[config.mk]
export PLATFORM = sky130hd
export DESIGN_NAME = timed_output_pattern_sequencer_core
export DESIGN_NICKNAME = d
export VERILOG_FILES = /design/src/rtl/tops_pkg.sv /design/src/rtl/tops_table.sv /design/src/rtl/timed_output_pattern_sequencer_core.sv
export VERILOG_INCLUDE_DIRS = /design/src /design/src/rtl
export SDC_FILE = /design/constraint.sdc
export NUM_CORES = 1
export LEC_CHECK = 0
export ABC_AREA = 1
export BUFFER_PORTS_ARGS = -buffer_cell sky130_fd_sc_hd__buf_2
export CORE_ASPECT_RATIO = 0.9
export CORE_UTILIZATION = 66
export CTS_CLUSTER_DIAMETER = 60
export DETAILED_ROUTE_END_ITERATION = 10
export PLACE_DENSITY = 0.85
export SETUP_SLACK_MARGIN = 0.5
export SLEW_MARGIN = 10
export SYNTH_ARGS = -nofsm -noshare
export SYNTH_HDL_FRONTEND = slang
export SYNTH_SLANG_ARGS = --single-unit
[constraint.sdc]
create_clock -name clk -period 6.35 [get_ports clk]
set_input_delay 0.3175 -clock clk [delete_from_list [all_inputs] [get_ports clk]]
set_output_delay 0.3175 -clock clk [all_outputs]
set_load 0.05 [all_outputs]
[src/rtl/timed_output_pattern_sequencer_core_defines.svh]
// Assertion macros for the timed output pattern sequencer.
// Used by the top level; expects clk and rst_n in scope.
`ifndef TIMED_OUTPUT_PATTERN_SEQUENCER_CORE_DEFINES_SVH
`define TIMED_OUTPUT_PATTERN_SEQUENCER_CORE_DEFINES_SVH

`ifndef NO_ASSERTIONS
// antecedent implies consequent in the same cycle
`define TOPS_ASSERT_SAME(lbl, ante, cons, msg) \
  lbl: assert property (@(posedge clk) disable iff (!rst_n) (ante) |-> (cons)) \
    else $error(msg);
// antecedent implies consequent in the next cycle
`define TOPS_ASSERT_NEXT(lbl, ante, cons, msg) \
  lbl: assert property (@(posedge clk) disable iff (!rst_n) (ante) |=> (cons)) \
    else $error(msg);
`else
`define TOPS_ASSERT_SAME(lbl, ante, cons, msg)
`define TOPS_ASSERT_NEXT(lbl, ante, cons, msg)
`endif

`endif

[src/rtl/tops_pkg.sv]
// Shared constants and codes for the timed output pattern sequencer.
// No dependencies.
package tops_pkg;

  localparam int MAX_STEPS_DEF     = 16;
  localparam int DURATION_BITS_DEF = 24;
  localparam int MAX_LINES         = 8;

  localparam int LINES_W    = 8;   // width of output vectors and levels
  localparam int TICK_W     = 24;  // elapsed tick counter, wraps
  localparam int DUR_IN_W   = 24;  // entry_duration field
  localparam int REQ_W      = 2;
  localparam int CNT_W      = 4;
  localparam int TAG_W      = 32;
  localparam int NOUT_W     = 4;
  localparam int CFG_IDX_W  = 1;
  localparam int CFG_DATA_W = 8;

  typedef enum logic [REQ_W-1:0] {
    REQ_TICK  = 2'd0,
    REQ_LOAD  = 2'd1,
    REQ_START = 2'd2,
    REQ_STOP  = 2'd3
  } req_t;

  typedef enum logic [CFG_IDX_W-1:0] {
    REG_NUM_OUTPUTS    = 1'b0,
    REG_INITIAL_LEVELS = 1'b1
  } cfg_reg_t;

endpackage

[src/rtl/tops_table.sv]
// Step table of the pattern sequencer: duration and output vector per step.
// Flop based, cleared by reset; one addressed read port plus the head entry.
// Depends on tops_pkg.
module tops_table #(
  parameter int MAX_STEPS = tops_pkg::MAX_STEPS_DEF,
  parameter int DUR_W     = tops_pkg::DURATION_BITS_DEF,
  localparam int AW       = $clog2(MAX_STEPS)
) (
  input  logic                         clk,
  input  logic                         rst_n,
  input  logic                         wr_en,
  input  logic [AW-1:0]                wr_addr,
  input  logic [DUR_W-1:0]             wr_dur,
  input  logic [tops_pkg::LINES_W-1:0] wr_vec,
  input  logic [AW-1:0]                rd_addr,
  output logic [DUR_W-1:0]             rd_dur,
  output logic [tops_pkg::LINES_W-1:0] rd_vec,
  output logic [DUR_W-1:0]             head_dur,
  output logic [tops_pkg::LINES_W-1:0] head_vec
);

  logic [DUR_W-1:0]             dur_r [MAX_STEPS];
  logic [tops_pkg::LINES_W-1:0] vec_r [MAX_STEPS];

  always_ff @(posedge clk) begin
    if (!rst_n) begin
      for (int i = 0; i < MAX_STEPS; i++) begin
        dur_r[i] <= '0;
        vec_r[i] <= '0;
      end
    end else if (wr_en) begin
      dur_r[wr_addr] <= wr_dur;
      vec_r[wr_addr] <= wr_vec;
    end
  end

  assign rd_dur   = dur_r[rd_addr];
  assign rd_vec   = vec_r[rd_addr];
  assign head_dur = dur_r[0];
  assign head_vec = vec_r[0];

endmodule

[src/rtl/timed_output_pattern_sequencer_core.sv]
// Timed output pattern sequencer: takes one request beat per cycle (tick, load,
// start, stop) and returns one status beat for each, in the cycle after it is taken.
// The state update and the step table read complete in the accept cycle and the
// status beat sits in an output register, so a new request is taken every cycle
// unless that register holds a beat the sink has not taken yet. The step table
// lives in flops cleared by reset, so no clearing pass is needed after reset.
// Depends on tops_pkg, tops_table and timed_output_pattern_sequencer_core_defines.svh.
`include "timed_output_pattern_sequencer_core_defines.svh"

module timed_output_pattern_sequencer_core #(
  parameter int MAX_STEPS     = tops_pkg::MAX_STEPS_DEF,
  parameter int DURATION_BITS = tops_pkg::DURATION_BITS_DEF,
  localparam int IDX_W        = $clog2(MAX_STEPS + 1),
  localparam int IN_BITS      = IDX_W + tops_pkg::DUR_IN_W + 2 * tops_pkg::LINES_W
                                + tops_pkg::CNT_W + tops_pkg::TAG_W,
  localparam int IN_TDATA_W   = ((IN_BITS + 7) / 8) * 8,
  localparam int OUT_BITS     = tops_pkg::LINES_W + 2 + tops_pkg::TAG_W + IDX_W
                                + tops_pkg::TICK_W,
  localparam int OUT_TDATA_W  = ((OUT_BITS + 7) / 8) * 8
) (
  input  logic                            clk,
  input  logic                            rst_n,
  // request channel
  input  logic                            in_tvalid,
  output logic                            in_tready,
  // entry_index, entry_duration, entry_outputs, transition_count, end_tag, stop_values
  input  logic [IN_TDATA_W-1:0]           in_tdata,
  // req_type
  input  logic [tops_pkg::REQ_W-1:0]      in_tuser,
  // status channel
  output logic                            out_tvalid,
  input  logic                            out_tready,
  // out_levels, running, done_res, done_tag, step_index, elapsed_ticks
  output logic [OUT_TDATA_W-1:0]          out_tdata,
  // register writes
  input  logic                            cfg_valid,
  output logic                            cfg_ready,
  input  logic [tops_pkg::CFG_IDX_W-1:0]  cfg_index,
  input  logic [tops_pkg::CFG_DATA_W-1:0] cfg_data
);

  localparam int LW    = tops_pkg::LINES_W;
  localparam int AW    = $clog2(MAX_STEPS);
  localparam int DUR_W = (DURATION_BITS < tops_pkg::DUR_IN_W) ? DURATION_BITS
                                                               : tops_pkg::DUR_IN_W;
  // field offsets in in_tdata
  localparam int O_DUR  = IDX_W;
  localparam int O_VEC  = O_DUR + tops_pkg::DUR_IN_W;
  localparam int O_CNT  = O_VEC + LW;
  localparam int O_TAG  = O_CNT + tops_pkg::CNT_W;
  localparam int O_STOP = O_TAG + tops_pkg::TAG_W;

  // ---- input fields
  tops_pkg::req_t                req;
  logic [IDX_W-1:0]              f_idx;
  logic [tops_pkg::DUR_IN_W-1:0] f_dur;
  logic [LW-1:0]                 f_vec;
  logic [tops_pkg::CNT_W-1:0]    f_cnt;
  logic [tops_pkg::TAG_W-1:0]    f_tag;
  logic [LW-1:0]                 f_stop;

  assign req    = tops_pkg::req_t'(in_tuser);
  assign f_idx  = in_tdata[IDX_W-1:0];
  assign f_dur  = in_tdata[O_VEC-1:O_DUR];
  assign f_vec  = in_tdata[O_CNT-1:O_VEC];
  assign f_cnt  = in_tdata[O_TAG-1:O_CNT];
  assign f_tag  = in_tdata[O_STOP-1:O_TAG];
  assign f_stop = in_tdata[O_STOP+LW-1:O_STOP];

  // ---- state
  logic [DUR_W-1:0]             remain_r, remain_nxt;
  logic [AW-1:0]                step_r, step_nxt;
  logic [AW-1:0]                limit_r, limit_nxt;
  logic                         playing_r, playing_nxt;
  logic [LW-1:0]                level_r, level_nxt;
  logic [tops_pkg::TAG_W-1:0]   tag_r, tag_nxt;
  logic [tops_pkg::TICK_W-1:0]  tick_r, tick_nxt;
  logic [tops_pkg::NOUT_W-1:0]  nout_r;
  logic                         out_valid_r;
  logic [OUT_BITS-1:0]          out_data_r, out_data_nxt;
  logic                         done;

  logic in_acc;
  logic cfg_acc;
  assign in_tready = !out_valid_r || out_tready;
  assign in_acc    = in_tvalid && in_tready;
  // a register write waits while a request beat is being taken
  assign cfg_ready = !in_acc;
  assign cfg_acc   = cfg_valid && cfg_ready;

  // ---- step table
  logic [AW:0]      adv_step;   // one bit wider so the limit compare cannot wrap
  logic             tbl_we;
  logic [DUR_W-1:0] rd_dur, head_dur;
  logic [LW-1:0]    rd_vec, head_vec;

  assign adv_step = {1'b0, step_r} + 1'b1;
  assign tbl_we   = in_acc && (req == tops_pkg::REQ_LOAD) && !playing_r
                    && (32'(f_idx) < 32'(MAX_STEPS));

  tops_table #(
    .MAX_STEPS (MAX_STEPS),
    .DUR_W     (DUR_W)
  ) u_table (
    .clk      (clk),
    .rst_n    (rst_n),
    .wr_en    (tbl_we),
    .wr_addr  (f_idx[AW-1:0]),
    .wr_dur   (f_dur[DUR_W-1:0]),
    .wr_vec   (f_vec),
    .rd_addr  (adv_step[AW-1:0]),
    .rd_dur   (rd_dur),
    .rd_vec   (rd_vec),
    .head_dur (head_dur),
    .head_vec (head_vec)
  );

  // ---- next state
  always_comb begin
    remain_nxt  = remain_r;
    step_nxt    = step_r;
    limit_nxt   = limit_r;
    playing_nxt = playing_r;
    level_nxt   = level_r;
    tag_nxt     = tag_r;
    tick_nxt    = tick_r;
    done        = 1'b0;
    unique case (req)
      tops_pkg::REQ_TICK: begin
        tick_nxt = tick_r + 1'b1;
        if (playing_r) begin
          if (remain_r <= DUR_W'(1)) begin
            // step advance; the count saturates below MAX_STEPS, so the
            // advanced step always has a table entry
            step_nxt  = adv_step[AW-1:0];
            level_nxt = rd_vec;
            if (adv_step >= {1'b0, limit_r}) begin
              playing_nxt = 1'b0;
              done        = 1'b1;
            end else begin
              remain_nxt = rd_dur;
            end
          end else begin
            remain_nxt = remain_r - 1'b1;
          end
        end
      end
      tops_pkg::REQ_LOAD: begin
        // table write handled by tbl_we
      end
      tops_pkg::REQ_START: begin
        if (f_cnt != '0) begin
          limit_nxt   = (32'(f_cnt) > MAX_STEPS - 1) ? AW'(MAX_STEPS - 1) : AW'(f_cnt);
          step_nxt    = '0;
          level_nxt   = head_vec;
          remain_nxt  = head_dur;
          tag_nxt     = f_tag;
          tick_nxt    = '0;
          playing_nxt = 1'b1;
        end
      end
      tops_pkg::REQ_STOP: begin
        playing_nxt = 1'b0;
        level_nxt   = f_stop;
      end
      default: ;
    endcase
  end

  // active line mask, num_outputs saturated to MAX_LINES
  logic [LW-1:0] line_mask;
  always_comb begin
    for (int i = 0; i < LW; i++) begin
      line_mask[i] = (32'(i) < 32'(nout_r)) && (i < tops_pkg::MAX_LINES);
    end
  end

  assign out_data_nxt = {tick_nxt,
                         IDX_W'(step_nxt),
                         done ? tag_nxt : {tops_pkg::TAG_W{1'b0}},
                         done,
                         playing_nxt,
                         level_nxt & line_mask};

  always_ff @(posedge clk) begin
    if (!rst_n) begin
      remain_r    <= '0;
      step_r      <= '0;
      limit_r     <= '0;
      playing_r   <= 1'b0;
      level_r     <= '0;
      tag_r       <= '0;
      tick_r      <= '0;
      nout_r      <= tops_pkg::NOUT_W'(tops_pkg::MAX_LINES);
      out_valid_r <= 1'b0;
    end else begin
      if (in_acc) begin
        remain_r  <= remain_nxt;
        step_r    <= step_nxt;
        limit_r   <= limit_nxt;
        playing_r <= playing_nxt;
        level_r   <= level_nxt;
        tag_r     <= tag_nxt;
        tick_r    <= tick_nxt;
      end else if (cfg_acc && cfg_index == tops_pkg::REG_INITIAL_LEVELS && !playing_r) begin
        level_r <= cfg_data;
      end
      if (cfg_acc && cfg_index == tops_pkg::REG_NUM_OUTPUTS) begin
        nout_r <= cfg_data[tops_pkg::NOUT_W-1:0];
      end
      if (in_acc) begin
        out_valid_r <= 1'b1;
      end else if (out_tready) begin
        out_valid_r <= 1'b0;
      end
    end
  end

  always_ff @(posedge clk) begin
    if (in_acc) begin
      out_data_r <= out_data_nxt;
    end
  end

  assign out_tvalid = out_valid_r;
  assign out_tdata  = OUT_TDATA_W'(out_data_r);

  // ---- checks
  `TOPS_ASSERT_SAME(a_step_below_limit, playing_r, step_r < limit_r,
                    "playing with step at or past its limit")
  `TOPS_ASSERT_NEXT(a_stop_halts, in_acc && req == tops_pkg::REQ_STOP, !playing_r,
                    "stop did not halt playback")
  `TOPS_ASSERT_NEXT(a_idle_tick_keeps_step,
                    in_acc && req == tops_pkg::REQ_TICK && !playing_r, $stable(step_r),
                    "idle tick moved the step")
  `TOPS_ASSERT_NEXT(a_beat_follows_accept, in_acc, out_tvalid,
                    "accepted request produced no status beat")

endmodule

==> metrics.md <==
| Metric | Value |
|---|---|
| Worst-path clk slew | 0.06 ns |
| Main synth FF type | edfxtp_1 |
| Flop-to-flop setup slack | 2.21 ns |
| DRT iter0 DRCs | 4205 |
| Port bufs | 169 |
| Net Sw Frac | 0.269 |
| DRC Markers | 0 |
| Area occupied by multi-input gates | 10200 µm² |
| Status | complete, no violations |
| Post-CTS sizing | 0 |
| EDFF count, synth | 582 |
| Crit end category | flip-flop |
| Total gr overflow | 0 |
| Power Dens Cells | 303 nW/µm² |
| Synth top area share | 0.557 |
| Number of top-level pins | 179 |
| Crit path kind | in -> reg |
| Via/cell ratio | 6.40 |
| Nets | 3559 |
| CTS sink count | 684 |
| DIE AREA | 48400 µm² |
| Sequential share of power | 0.484 |
| Final worst path period need | 4.19 ns |
| Max Buffers Root-to-Sink | 3 |
| Total CTS buffers | 69 |
| Leakage | 14.0 nW |
| Vias in the first global route | 25.3k |
| Mapped Cells | 3369 |
| CP Launch Type | input pin |
| CTS tree | built |
| Antenna viol nets, final | 0 |
| CTS H-tree lvls | 3 |
| Netlist cell types | 43 |
| Worst EP required | 6.63 ns |
| Final Hold Viols | 0 |
| Worst-case reg-to-reg path depth | 12 |
| Initial antenna violation count | 1 |
| Root buffer cell | clkbuf_16 |
| Max-cap violations | 0 |
| # setup viols final | 0 |
| R2R Path End | u_table.dur_r[3][22]$_SDFFCE_PN0P_ |
| Async SR Flop Fraction | 0 |
| Max rail drop VDD | 0.335 mV |
| Ant. Diodes | 0 |
| Setup WS pre-CTS | 2.30 ns |
| Post-synthesis sequential area ratio | 0.622 |
| Setup WS post-layout | 2.16 ns |
| Pin count of the biggest net entering global routing | 235 |
| Fin Setup TNS | 0 ns |
| Fillers | 3060 |
| Cell Area, Synth | 31400 µm² |
| Final period util | 0.660 |
| Max-slew violation count | 0 |
| Hold Path Sink | tag_r[15]$_SDFFE_PN0P_ |
| Worst Skew | 0.0183 ns |
| Syn avg cell area | 9.31 µm² |
| Synth-to-Final Area Change | 11.5% |
| Starting Density | 0.671 |
| Post-DP HPWL | 52500 µm |
| RSZ-0062 raised after global routing | no |
| Postcts setup bufs | 0 |
| Placer congestion estimate | 0.971 |
| Die Ht | 209 µm |
| Worst Setup SP | out_tready |
| Avg WL per Cell | 22.4 µm |
| DRT Wirelength | 92100 µm |
| Register bit total from synthesis | 684 |
| Chip width | 232 µm |
| Total number of vias | 26.3k |
| Hold path start | in_tdata[56] |
| Critical Path Fanout Max | 50 |
| Layout cells sized above 1 | 0.103 |
| GRT Total Usage | 0.377 |
| Rel. slew slack | 0.151 |
| Yosys top cell by area | edfxtp_1 |
| CP arrival | 4.47 ns |
| YS warnings | 0 |
| Reg-to-reg startpoint | out_tvalid$_SDFFE_PN0P_ |
| Cell Count, Final, Fillers Out | 4115 |
| Hold Crit Class | in -> reg |
| Highest clock rate | 239 MHz |
| Placed insts | 3968 |
| Clk Latency, worst-skew pair | 0.63 ns |
| Logic gate share of total power | 0.129 |
| Psw | 2.85 mW |
| P_int | 7.74 mW |
| Slew @ Worst Pin | 1.27 ns |
| FP Rows | 75 |
| Pre-antenna DRT Iters | 6 |
| Hold Path Depth | 3 |
| Clock Power Share | 0.387 |
| Largest cells by area after synthesis | edfxtp_1, nor2_1, dfxtp_1, o21ai_0, nand2_1 |
| Sequential Area | 19500 µm² |
| First-pass GRT wire length | 139000 µm |
| Core area | 46700 µm² |
-- critical path: stages --
cell and delay (ns):
dlygate4sd3_1 0.53, buf_2 0.10, inv_1 0.04, nand2_1 0.08
nand2_1 0.06, buf_4 0.29, clkinv_2 0.11, nand3_1 0.08
nor3_2 0.63, inv_2 0.19, nor3_4 0.26, nand3_2 0.10
buf_4 0.30, nand2_1 0.83, buf_4 0.48
-- kinds of logic (layout without fill, tap and decap cells) --
logic type                 Yosys count  after routing  share of synthesized area
AOI/OAI and AO/OA                  604            604                      0.108
xor gates and xnor gates            13             13                    0.00363
adders and majority gates            8              8                    0.00319
buffers and inverters              444            573                     0.0557
DFF                                684            684                      0.622
other                                1              2                   0.000120
and+or+nand+nor                   1615           1615                      0.207
-- cell usage after synthesis (all sizes together), types with 14 or more instances --
library cell,n
nor2,911
edfxtp,582
nand2,422
o21ai,324
nand3,248
inv,200
clkbuf,173
a21oi,145
dfxtp,102
buf,69
o211ai,67
o221ai,30
nor3,17
o22ai,14
-- metrics by stage --
stage | utilization | power, mW | hold slack [ns] | cell area (µm²)
finish | 0.748 | 10.6 | 0.00762 | 35000
global route | 0.748 | 10.9 | 0.0181 | 35000
CTS | 0.748 | 10.5 | 0.000136 | 35000
detailed placement | 0.695 | 6.52 | 0.472 | 32500
global placement | 0.695 | 6.46 | 0.459 | 32500
floorplan | - | 6.11 | 0.435 | 31400
-- worst max-delay path by stage --
| stage | to | cells past startpoint |
|---|---|---|
| 6_report | u_table.dur_r[3][22]$_SDFFCE_PN0P_ | 15 |
| 5_1_grt | u_table.dur_r[3][22]$_SDFFCE_PN0P_ | 15 |
| 4_1_cts | u_table.dur_r[3][22]$_SDFFCE_PN0P_ | 15 |
| 3_5_place_dp | u_table.dur_r[3][23]$_SDFFCE_PN0P_ | 14 |
| 3_3_place_gp | u_table.dur_r[3][19]$_SDFFCE_PN0P_ | 14 |
| 2_1_floorplan | out_data_r[0]$_DFFE_PP_ | 4 |
-- flip-flops by register name, indices dropped and copies added, names as in the netlist, 4 cells and up --
name and cells:
level_r 8, limit_r 4, nout_r 4, out_data_r 70, remain_r 24, step_r 4, tag_r 32, tick_r 24
u_table.dur_r 384, u_table.vec_r 128
-- power groups by stage --
stage / clock network (mW) / logic, mW / registers, mW
2_1_floorplan: 0 / 0.818 / 5.29
3_3_place_gp: 0 / 1.26 / 5.20
3_5_place_dp: 0 / 1.30 / 5.21
4_1_cts: 4.08 / 1.33 / 5.12
5_1_grt: 4.26 / 1.47 / 5.14
6_report: 4.10 / 1.37 / 5.12
-- cells in the final DEF, fill, tap and decap left out, types with 4 or more instances in the layout --
| cell | n |
|---|---|
| nand4_1 | 7 |
| o211ai_1 | 67 |
| a221oi_1 | 7 |
| clkinv_2 | 10 |
| o221ai_1 | 30 |
| inv_2 | 10 |
| buf_4 | 54 |
| buf_2 | 169 |
| nor2_1 | 904 |
| nor3_2 | 5 |
| nor2_2 | 7 |
| xor2_1 | 10 |
| a21oi_1 | 145 |
| clkbuf_1 | 17 |
| ha_1 | 7 |
| dfxtp_1 | 101 |
| or2_2 | 4 |
| inv_1 | 189 |
| edfxtp_1 | 582 |
| clkinv_1 | 10 |
| bufinv_16 | 6 |
| clkinv_8 | 4 |
| nand2_1 | 420 |
| o21ai_0 | 323 |
| clkbuf_16 | 69 |
| a31oi_1 | 8 |
| clkbuf_8 | 6 |
| nor3_1 | 11 |
| o22ai_1 | 14 |
| nand3_1 | 246 |
| dlygate4sd3_1 | 24 |
-- routing by layer --
metal	GRT usage	routed length, µm	vias up
met3	0.0924	13200	346
li1	-	-	11600
met4	0.186	4560	0
met5	0	0	-
met2	0.595	42700	2148
met1	0.489	31700	12300
-- repair_timing --
action                                  CTS  global route
endpoints found under the setup margin    0             0
hold endpoints to repair                 24             0
hold buffers                             24             0
-- area by class of cell --
| type | count | share of cell area |
|---|---|---|
| multi-input cells | 2242 | 0.291 |
| flip-flops and latches | 684 | 0.558 |
| well taps | 616 | 0.0220 |
| clock buffers | 92 | 0.0536 |
| repair buffers | 248 | 0.0432 |
| inverters | 202 | 0.0219 |
| clock inverters | 31 | 0.0103 |
No activity file was read; power rests on OpenSTA's default activity.
